**config.mk**
```make
export PLATFORM = sky130hd
export DESIGN_NAME = atr_cell
export DESIGN_NICKNAME = d
export VERILOG_FILES = /design/src/rtl/atr_pkg.sv /design/src/rtl/atr_cell.sv
export SDC_FILE = /design/constraint.sdc
export NUM_CORES = 1
export LEC_CHECK = 0
export BUFFER_PORTS_ARGS = -buffer_cell sky130_fd_sc_hd__buf_2
export CAP_MARGIN = 20
export CORE_AREA = 2 2 222 224
export CTS_BUF_LIST = sky130_fd_sc_hd__clkbuf_2 sky130_fd_sc_hd__clkbuf_4 sky130_fd_sc_hd__clkbuf_8
export DETAILED_ROUTE_END_ITERATION = 10
export DIE_AREA = 0 0 224 226
export SLEW_MARGIN = 0
export SYNTH_ARGS = -nofsm -noshare
export SYNTH_HDL_FRONTEND = slang
export SYNTH_SLANG_ARGS = --single-unit
```
**constraint.sdc**
```tcl
create_clock -name i_clk -period 4.2 [get_ports i_clk]
set_clock_uncertainty 0.05 [all_clocks]
set_input_delay 0.84 -clock i_clk [delete_from_list [all_inputs] [get_ports i_clk]]
set_output_delay 0.84 -clock i_clk [all_outputs]
set_load 0.05 [all_outputs]
```
**src/rtl/atr_pkg.sv**
```systemverilog
// Shared types and constants for the address range table.
`default_nettype none

package atr_pkg;

    // Field widths
    localparam int unsigned ADDR_W   = 64;
    localparam int unsigned TGT_W    = 16;
    localparam int unsigned REQ_W    = 2;
    localparam int unsigned STATUS_W = 3;

    // Default table depth
    localparam int unsigned ATR_ENTRIES = 16;

    // Request codes
    localparam logic [REQ_W-1:0] REQ_ADD    = 2'd0;
    localparam logic [REQ_W-1:0] REQ_REMOVE = 2'd1;
    localparam logic [REQ_W-1:0] REQ_LOOKUP = 2'd2;

    // Result status codes
    localparam logic [STATUS_W-1:0] ST_OK       = 3'd0;
    localparam logic [STATUS_W-1:0] ST_BAD      = 3'd1;
    localparam logic [STATUS_W-1:0] ST_OVERLAP  = 3'd2;
    localparam logic [STATUS_W-1:0] ST_NOTFOUND = 3'd3;
    localparam logic [STATUS_W-1:0] ST_FULL     = 3'd4;
    localparam logic [STATUS_W-1:0] ST_HIT      = 3'd5;
    localparam logic [STATUS_W-1:0] ST_NOHIT    = 3'd6;

    // One table entry: range [base, limit) and its target id
    typedef struct packed {
        logic [ADDR_W-1:0] base;
        logic [ADDR_W-1:0] limit;
        logic [TGT_W-1:0]  target;
    } t_entry;

    // Query broadcast to every cell
    typedef struct packed {
        logic [ADDR_W-1:0] addr;
        logic [ADDR_W-1:0] qend;
        logic              is_remove;
    } t_query;

    // Per-cell control from the sequencer
    typedef struct packed {
        logic live;    // cell index below entry count
        logic eval;    // capture compare result this cycle
        logic wr_new;  // load the new entry
        logic shift;   // take the neighbour's entry (close-up after remove)
    } t_cell_ctl;

endpackage

`default_nettype wire

```
**src/rtl/atr_cell.sv**
```systemverilog
// One table cell: holds an entry, compares it against the query, shifts along the chain.
`default_nettype none

module atr_cell
    import atr_pkg::*;
(
    input  wire logic      i_clk,
    input  wire logic      i_rst_n,
    input  wire t_cell_ctl i_ctl,
    input  wire t_query    i_query,
    input  wire t_entry    i_new,
    input  wire t_entry    i_next,
    output t_entry         o_entry,
    output logic           o_match
);

    t_entry r_entry;
    t_entry n_entry;
    logic   r_match;
    logic   n_match;
    logic   w_overlap;
    logic   w_same;

    // Overlap of [addr, qend) with [base, limit), and exact begin match
    always_comb begin
        w_overlap = (i_query.addr < r_entry.limit) && (i_query.qend > r_entry.base);
        w_same    = (r_entry.base == i_query.addr);
    end

    // Entry update: append or close-up shift
    always_comb begin
        n_entry = r_entry;
        if (i_ctl.wr_new) begin
            n_entry = i_new;
        end else if (i_ctl.shift) begin
            n_entry = i_next;
        end
    end

    // Match flag captured once per transaction
    always_comb begin
        n_match = r_match;
        if (i_ctl.eval) begin
            n_match = i_ctl.live && (i_query.is_remove ? w_same : w_overlap);
        end
    end

    always_ff @(posedge i_clk) begin
        r_entry <= n_entry;
    end

    always_ff @(posedge i_clk) begin
        if (!i_rst_n) begin
            r_match <= 1'b0;
        end else begin
            r_match <= n_match;
        end
    end

    assign o_entry = r_entry;
    assign o_match = r_match;

endmodule

`default_nettype wire

```
Word level (Yosys, flattened, before mapping)
Index checks and enable logic that the tools add are counted.
Word-level totals
  bits in registers: 145
  input port bits: 423
Operators by class
  magnitude comparators: 2
  equal/unequal tests: 1
  mux-type cells: 3
  reduce and logical (&&, ||, !) cells: 3
Operator list (count)
  two-way mux 144 bit: 2
  == test 64 bit: 1
  > comparator 64 bit: 1
  less-than comparator 64 bit: 1
  logical AND 1 bit: 2
  nonzero test 2 bit: 1
  two-way mux 1 bit: 1

Depth between registers and ports, before layout
Gate-level depths: netlist of the first run.
  word-level depth: 4
  mapped depth: 9
  depth with buffers taken out: 9

Least setup slack after synthesis of the first run
No wires, ideal clock.
  path type: input -> register
  start point: in i_ctl[1] (netlist bit)
  end point: reg r_entry, in the netlist o_entry[0] (enable)
  stages on the path: 4
  library setup time: 0.443 ns
  required time: 3.707 ns
  data arrival time: 3.450 ns
  buffers on the path: 3
  slack: 0.257 ns
  path through: clkbuf_1 -> clkbuf_1 -> buf_2 -> or2_2
Between the ends
  longest elaborated chain between the ends: 1
RTL lines
  start: declaration: RTL line atr_cell.sv:9  | input wire t_cell_ctl i_ctl,
  nonzero test 2 bit (no source line)
  end signal: assignment: RTL line atr_cell.sv:49  | r_entry <= n_entry;
  end: declaration: RTL line atr_cell.sv:17  | t_entry r_entry;
No other way between the ends.
A chain may end at the register's enable or synchronous reset.

Worst setup path in the final report of the first run
  start point: reg r_entry, in the netlist o_entry[95]
  end point: reg r_match (netlist: o_match)
Between the ends
  longest elaborated chain between the ends: 4
  elaborated cells on any way between the ends: 5
RTL lines
  > comparator 64 bit: RTL line atr_cell.sv:26  | w_overlap = (i_query.addr < r_entry.limit) && (i_query.qend > r_entry.base);
  logical AND 1 bit: RTL line atr_cell.sv:26
  two-way mux 1 bit (*): RTL line atr_cell.sv:44  | n_match = i_ctl.live && (i_query.is_remove ? w_same : w_overlap);
  logical AND 1 bit (*): RTL line atr_cell.sv:44
  end signal: assignment: RTL line atr_cell.sv:56  | r_match <= n_match;
  end: declaration: RTL line atr_cell.sv:19  | logic r_match;
Every way passes the cells marked *; elsewhere a longest branch is shown, timed or not.

==> results.py, run 1 <==
metrics = {
    "run_status": {
        "status": "completed",
    },
    "detailed_routing": {
        "vias": 8852,
        "via_per_inst": 4.29,
        "routed_wl_um": 43600,
        "drc": 0,
        "met2WireLength_um": 22600,
        "postRouteAntennaNets": 0,
        "wl_per_cell_um": 21.1,
        "wl_met1_um": 17500,
        "drtIter0Drc": 306,
        "highest_layer": "met5",
        "wl_met3_um": 2520,
        "drt_pass1_iterations": 4,
    },
    "timing": {
        "period_needed_ns": 2.75,
        "setup_violations": 0,
        "fin_crit_sh_pct": 65.5,
        "slew_headroom_pct": 50.2,
        "setup_tns_ns": 0,
        "hold_slack_ns": 0.529,
        "worst_slack_ns": 1.45,
        "drv_slew": 0,
        "rsz0062_at_grt": "no",
        "max_freq_ghz": 0.364,
        "max_slew.worst_pin.slew_ns": 0.747,
        "hold_violations": 0,
    },
    "floorplan": {
        "start_util_pct": 20.6,
        "io_pins": 568,
        "die_w_um": 224,
        "row_count": 81,
        "die_h_um": 226,
        "core-area_um2": 48300,
        "die-area_um2": 50600,
    },
    "cells_and_area": {
        "fin_nets": 1976,
        "mostFrequentLayoutCell": "buf_2",
        "final_util_pct": 29.0,
        "area_growth_pct": 40.6,
        "drive_above_1_share_pct": 52.8,
        "instances_no_fill": 2062,
        "layout_common_cells": "566 x buf_2, 144 x mux2_2, 144 x edfxtp_1",
    },
    "setup_path": {
        "crit_buf_inv": 1,
        "cp-end-kind": "register",
        "worstSetupPathType": "reg2reg",
        "max_stage_delay_ns": 0.57,
        "ff2ff_setup_slack_ns": 1.45,
        "crit_slowest_cell": "edfxtp_1",
        "crit_chain": "inv_1, ha_1, nand4_1, or4_4, nor3_1, nand4_1, a31o_1, nand4_1, a211oi_2",
        "startpoint_type": "register",
        "cp.arrival_ns": 3.13,
        "critical-path-top-delay-family": "simple AND/OR/NAND/NOR gates",
        "worst-path-max-fanout": 3,
        "cp_common_cell": "nand4_1",
        "required_ns": 4.58,
    },
    "placement": {
        "port_buffers": 567,
        "place_congestion": 0.938,
        "pre_cts_slack_ns": 0.977,
        "hpwl_um": 38100,
        "place_inst": 2029,
    },
    "yosys": {
        "syn-cell-area_um2": 9970,
        "ys.flop_type": "edfxtp_1",
        "yosysSeqAreaShare_pct": 43.6,
        "ys_seq_elements": 145,
        "syn_nets": 1395,
        "synth_cell_types": 45,
        "synth_edf_count": 144,
        "avgSynthCellArea_um2": 11.8,
        "yosysWarnings": 0,
        "ys_async_sr_fraction_pct": 0,
        "syn_inst": 845,
    },
    "cts": {
        "numCtsBuffers": 17,
        "cts_tree": "done",
        "h-tree-depth": 4,
        "cts_setup_buffers": 0,
        "cts.sinks": 145,
        "clockBufferDepth": 2,
        "clk_latency_ns": 0.55,
        "cts-root-buf": "clkbuf_8",
        "clk_pin_slew_ns": 0.09,
        "postCtsHoldBufs": 0,
        "cts_resized": 0,
    },
    "grt": {
        "grt_pass1_vias": 9440,
        "grt_max_degree": 78,
        "antenna_found_initial": 5,
        "grt-ovfl-total": 0,
        "grt_usage_pct": 17.1,
        "grt_pass1_wl_um": 59900,
    },
    "power_and_ir_drop": {
        "peakVddDrop_mv": 0.179,
        "power.density_nw_per_um2": 345,
        "leakagePower_nw": 6.79,
    },
    "worst_hold_path": {
        "min-delay-path-class": "in2reg",
    },
    "job": {
        "timing.max_cap.violations": 0,
    },
}
[metrics by stage]
stage	area, um^2	power [mW]
floorplan	9970	3.05
CTS	14000	4.94
global route	14000	5.13
detailed placement	13700	3.79
finish	14000	4.84
global placement	13700	3.76
[power breakdown]
| part | internal, mW | switching, mW | total [mW] |
|---|---|---|---|
| Sequential | 1.78 | 0.145 | 1.93 |
| Clock | 0.470 | 0.647 | 1.12 |
| Combinational | 0.611 | 1.18 | 1.80 |
[flip-flops by register name (all words and copies together) (netlist names)]
signal   cells
o_entry    144
o_match      1
[area by class of cell]
| cell class | instances | area (um^2) |
|---|---|---|
| Multi-Input combinational cell | 555 | 5080 |
| Timing Repair Buffer | 578 | 2960 |
| Clock inverter | 15 | 135 |
| Tap cell | 622 | 778 |
| Clock buffer | 17 | 234 |
| Fill cell | 5038 | 34300 |
| Antenna cell | 1 | 2.50 |
| Inverter | 129 | 484 |
| Sequential cell | 145 | 4340 |
[worst register-to-register path, cell delays in order, from the launching register on]
cell      delay (ns)
edfxtp_1        0.57
inv_1           0.10
ha_1            0.31
nand4_1         0.13
or4_4           0.48
nor3_1          0.43
nand4_1         0.16
a31o_1          0.25
nand4_1         0.11
a211oi_2        0.05
[metal layers]
layer  vias to the layer above  global-route usage [%]
met5                         -                       0
met4                         4                    5.85
met3                        44                    4.42
li1                       4253                       -
met1                      4175                    18.9
met2                       376                    31.5
[cell usage after synthesis (all sizes together) (3+ instances only)]
library cell  number  area, um^2
edfxtp           144        4320
mux2             144        1620
inv              129         484
ha               127        1590
xnor2             64         561
a21oi             41         205
nand4             37         231
nand2             29         111
a21o              21         158
o21ai             16        80.1
nor2              12        45.0
clkbuf            11        41.3
nand3              8        40.0
nor4               8        65.1
a211oi             7        57.6
and4               5        43.8
buf                5        25.0
nor3               5        25.0
a221oi             3        26.3
nand2b             3        18.8
o211ai             3        22.5
[kinds of logic (layout without fill, tap and decap cells)]
| family | Yosys count | after routing | share of synthesized area (%) |
|---|---|---|---|
| DFF | 145 | 145 | 43.6 |
| buffers and inverters | 145 | 739 | 5.52 |
| muxes | 144 | 144 | 16.3 |
| adders and majority gates | 127 | 127 | 15.9 |
| and+or+nand+nor | 116 | 116 | 6.50 |
| AOI/OAI and AO/OA | 104 | 104 | 6.60 |
| xor gates and xnor gates | 64 | 64 | 5.62 |
| other | 0 | 1 | 0 |
[worst paths after layout]
path | from | cells after the start | to
hold / removal | i_rst_n | 3 | o_match
setup / recovery | o_entry[95] | 9 | o_match
hold reg to reg | o_match | 4 | o_match
setup reg to reg | o_entry[95] | 9 | o_match
No activity file was read; power rests on OpenSTA's default activity.
==> run 2, diff against run 1 <==
==> constraint.sdc (replaced) <==
create_clock -name i_clk -period 2.5 [get_ports i_clk]
set_clock_uncertainty 0.05 [all_clocks]
set_input_delay 0.5 -clock i_clk [delete_from_list [all_inputs] [get_ports i_clk]]
set_output_delay 0.5 -clock i_clk [all_outputs]
set_load 0.05 [all_outputs]
==> run 2 against run 1 <==
  * Worst hold slack worse by 0.35 ns
  * Combinational power is 78% higher
  * Critical path depth fell by 1
  * Final cell count grew 2.9%
  * Critical path type unchanged
==> results.py, run 2 (synthesis gave the netlist of run 1 again) <==
metrics = {
    "setup_path": {
        "startpoint_type": "register",
        "cp.arrival_ns": 2.83,
        "cp-end-kind": "register",
        "required_ns": 2.93,
        "reg2reg_depth": 8,
        "worstSetupPathType": "reg2reg",
        "worst-path-max-fanout": 3,
    },
    "detailed_routing": {
        "drtIter0Drc": 286,
        "via_per_inst": 4.22,
        "wl_per_cell_um": 20.8,
        "postRouteAntennaNets": 0,
        "drc": 0,
        "vias": 8944,
        "routed_wl_um": 44100,
        "drt_pass1_iterations": 4,
    },
    "cts": {
        "h-tree-depth": 4,
        "clk_latency_ns": 0.56,
        "cts_setup_buffers": 0,
        "cts_resized": 0,
        "clk_pin_slew_ns": 0.09,
        "postCtsHoldBufs": 0,
        "cts-root-buf": "clkbuf_8",
        "numCtsBuffers": 17,
        "clockBufferDepth": 2,
        "cts.sinks": 145,
        "cts_tree": "done",
    },
    "power_and_ir_drop": {
        "power_mw": 8.48,
        "p_clk_share_pct": 24.4,
        "switchingPower_mw": 3.34,
        "peakVddDrop_mv": 0.354,
        "leakagePower_nw": 7.10,
        "swShare_pct": 39.4,
        "power.internal_mw": 5.14,
        "p_comb_share_pct": 37.7,
        "power.density_nw_per_um2": 583,
        "pwr-share-seq_pct": 37.9,
    },
    "floorplan": {
        "die-area_um2": 50600,
        "row_count": 81,
        "start_util_pct": 20.6,
        "io_pins": 568,
        "die_w_um": 224,
        "die_h_um": 226,
        "core-area_um2": 48300,
    },
    "grt": {
        "grt-ovfl-total": 0,
        "grt_max_degree": 67,
        "grt_usage_pct": 17.1,
        "grt_pass1_vias": 9389,
        "antenna_found_initial": 6,
        "grt_pass1_wl_um": 59800,
    },
    "timing": {
        "max_slew.worst_pin.slew_ns": 0.523,
        "fin_crit_sh_pct": 96.2,
        "worst_slack_ns": 0.0940,
        "rsz0062_at_grt": "no",
        "hold_violations": 0,
        "slew_headroom_pct": 65.1,
        "max_freq_ghz": 0.416,
        "setup_violations": 0,
        "period_needed_ns": 2.41,
        "drv_slew": 0,
    },
    "cells_and_area": {
        "area_growth_pct": 45.8,
        "fin_area_um2": 14500,
        "largest_reg_flops": 144,
        "drive_above_1_share_pct": 54.6,
        "mostFrequentLayoutCell": "buf_2",
        "layout_common_cells": "566 x buf_2, 144 x mux2_2, 144 x edfxtp_1",
        "instances_no_fill": 2121,
        "fin_nets": 2032,
    },
    "job": {
        "timing.max_cap.violations": 0,
    },
    "placement": {
        "place_inst": 2085,
        "place_congestion": 0.927,
        "port_buffers": 567,
        "pre_cts_slack_ns": -0.108,
        "place_area_um2": 14100,
        "hpwl_um": 38900,
    },
    "worst_hold_path": {
        "min-delay-path-class": "in2reg",
        "holdPathStages": 3,
    },
    "run_status": {
        "status": "completed",
    },
}
## run 2: layout make-up
type | instances | area, um^2
Antenna cell | 4 | 10.0
Clock buffer | 17 | 234
Clock inverter | 15 | 183
Fill cell | 5051 | 33800
Inverter | 129 | 484
Multi-Input combinational cell | 555 | 5090
Sequential cell | 145 | 4340
Tap cell | 622 | 778
Timing Repair Buffer | 634 | 3420
## run 2: worst paths after layout
path | from | end | slack [ns]
worst max-delay path | o_entry[90] | o_match | 0.09
worst min-delay path | i_rst_n | o_match | 0.17
worst max register to register | o_entry[90] | o_match | 0.09
worst min register to register | o_match | o_match | 0.74
## run 2: critical path: stages, from the launching register on
cell and delay (ns):
edfxtp_1 0.46, inv_1 0.07, ha_1 0.29, nand4_1 0.12, or4_4 0.56, a21o_1 0.18, a31oi_1 0.22, o2111ai_1 0.15
a211oi_2 0.23
## run 2: through the flow
step	hold WS, ns	setup TNS (ns)	util, %
after CTS	0.0852	0	30.0
after detailed placement	0.741	-0.108	29.2
final	0.174	0	30.1
after floorplan	0.607	0	-
after global routing	0.105	0	30.1
after global placement	0.745	-0.101	29.2
## run 2: power groups by stage
stage	clock network (mW)	registers [mW]	logic (mW)
3_5_place_dp	0	3.28	3.25
3_3_place_gp	0	3.27	3.20
2_1_floorplan	0	4.14	0.981
6_report	2.07	3.21	3.20
5_1_grt	2.25	3.25	3.47
4_1_cts	2.18	3.22	3.27
## run 2: per-layer routing
metal / routed length, um / global-route usage, % / vias up / share of wire (%)
met5: 11 / 0 / - / 0.025
met4: 1260 / 7.59 / 2 / 2.9
met3: 2750 / 4.55 / 45 / 6.2
met2: 22500 / 30.9 / 378 / 51
met1: 17500 / 18.7 / 4145 / 40
li1: - / - / 4374 / -
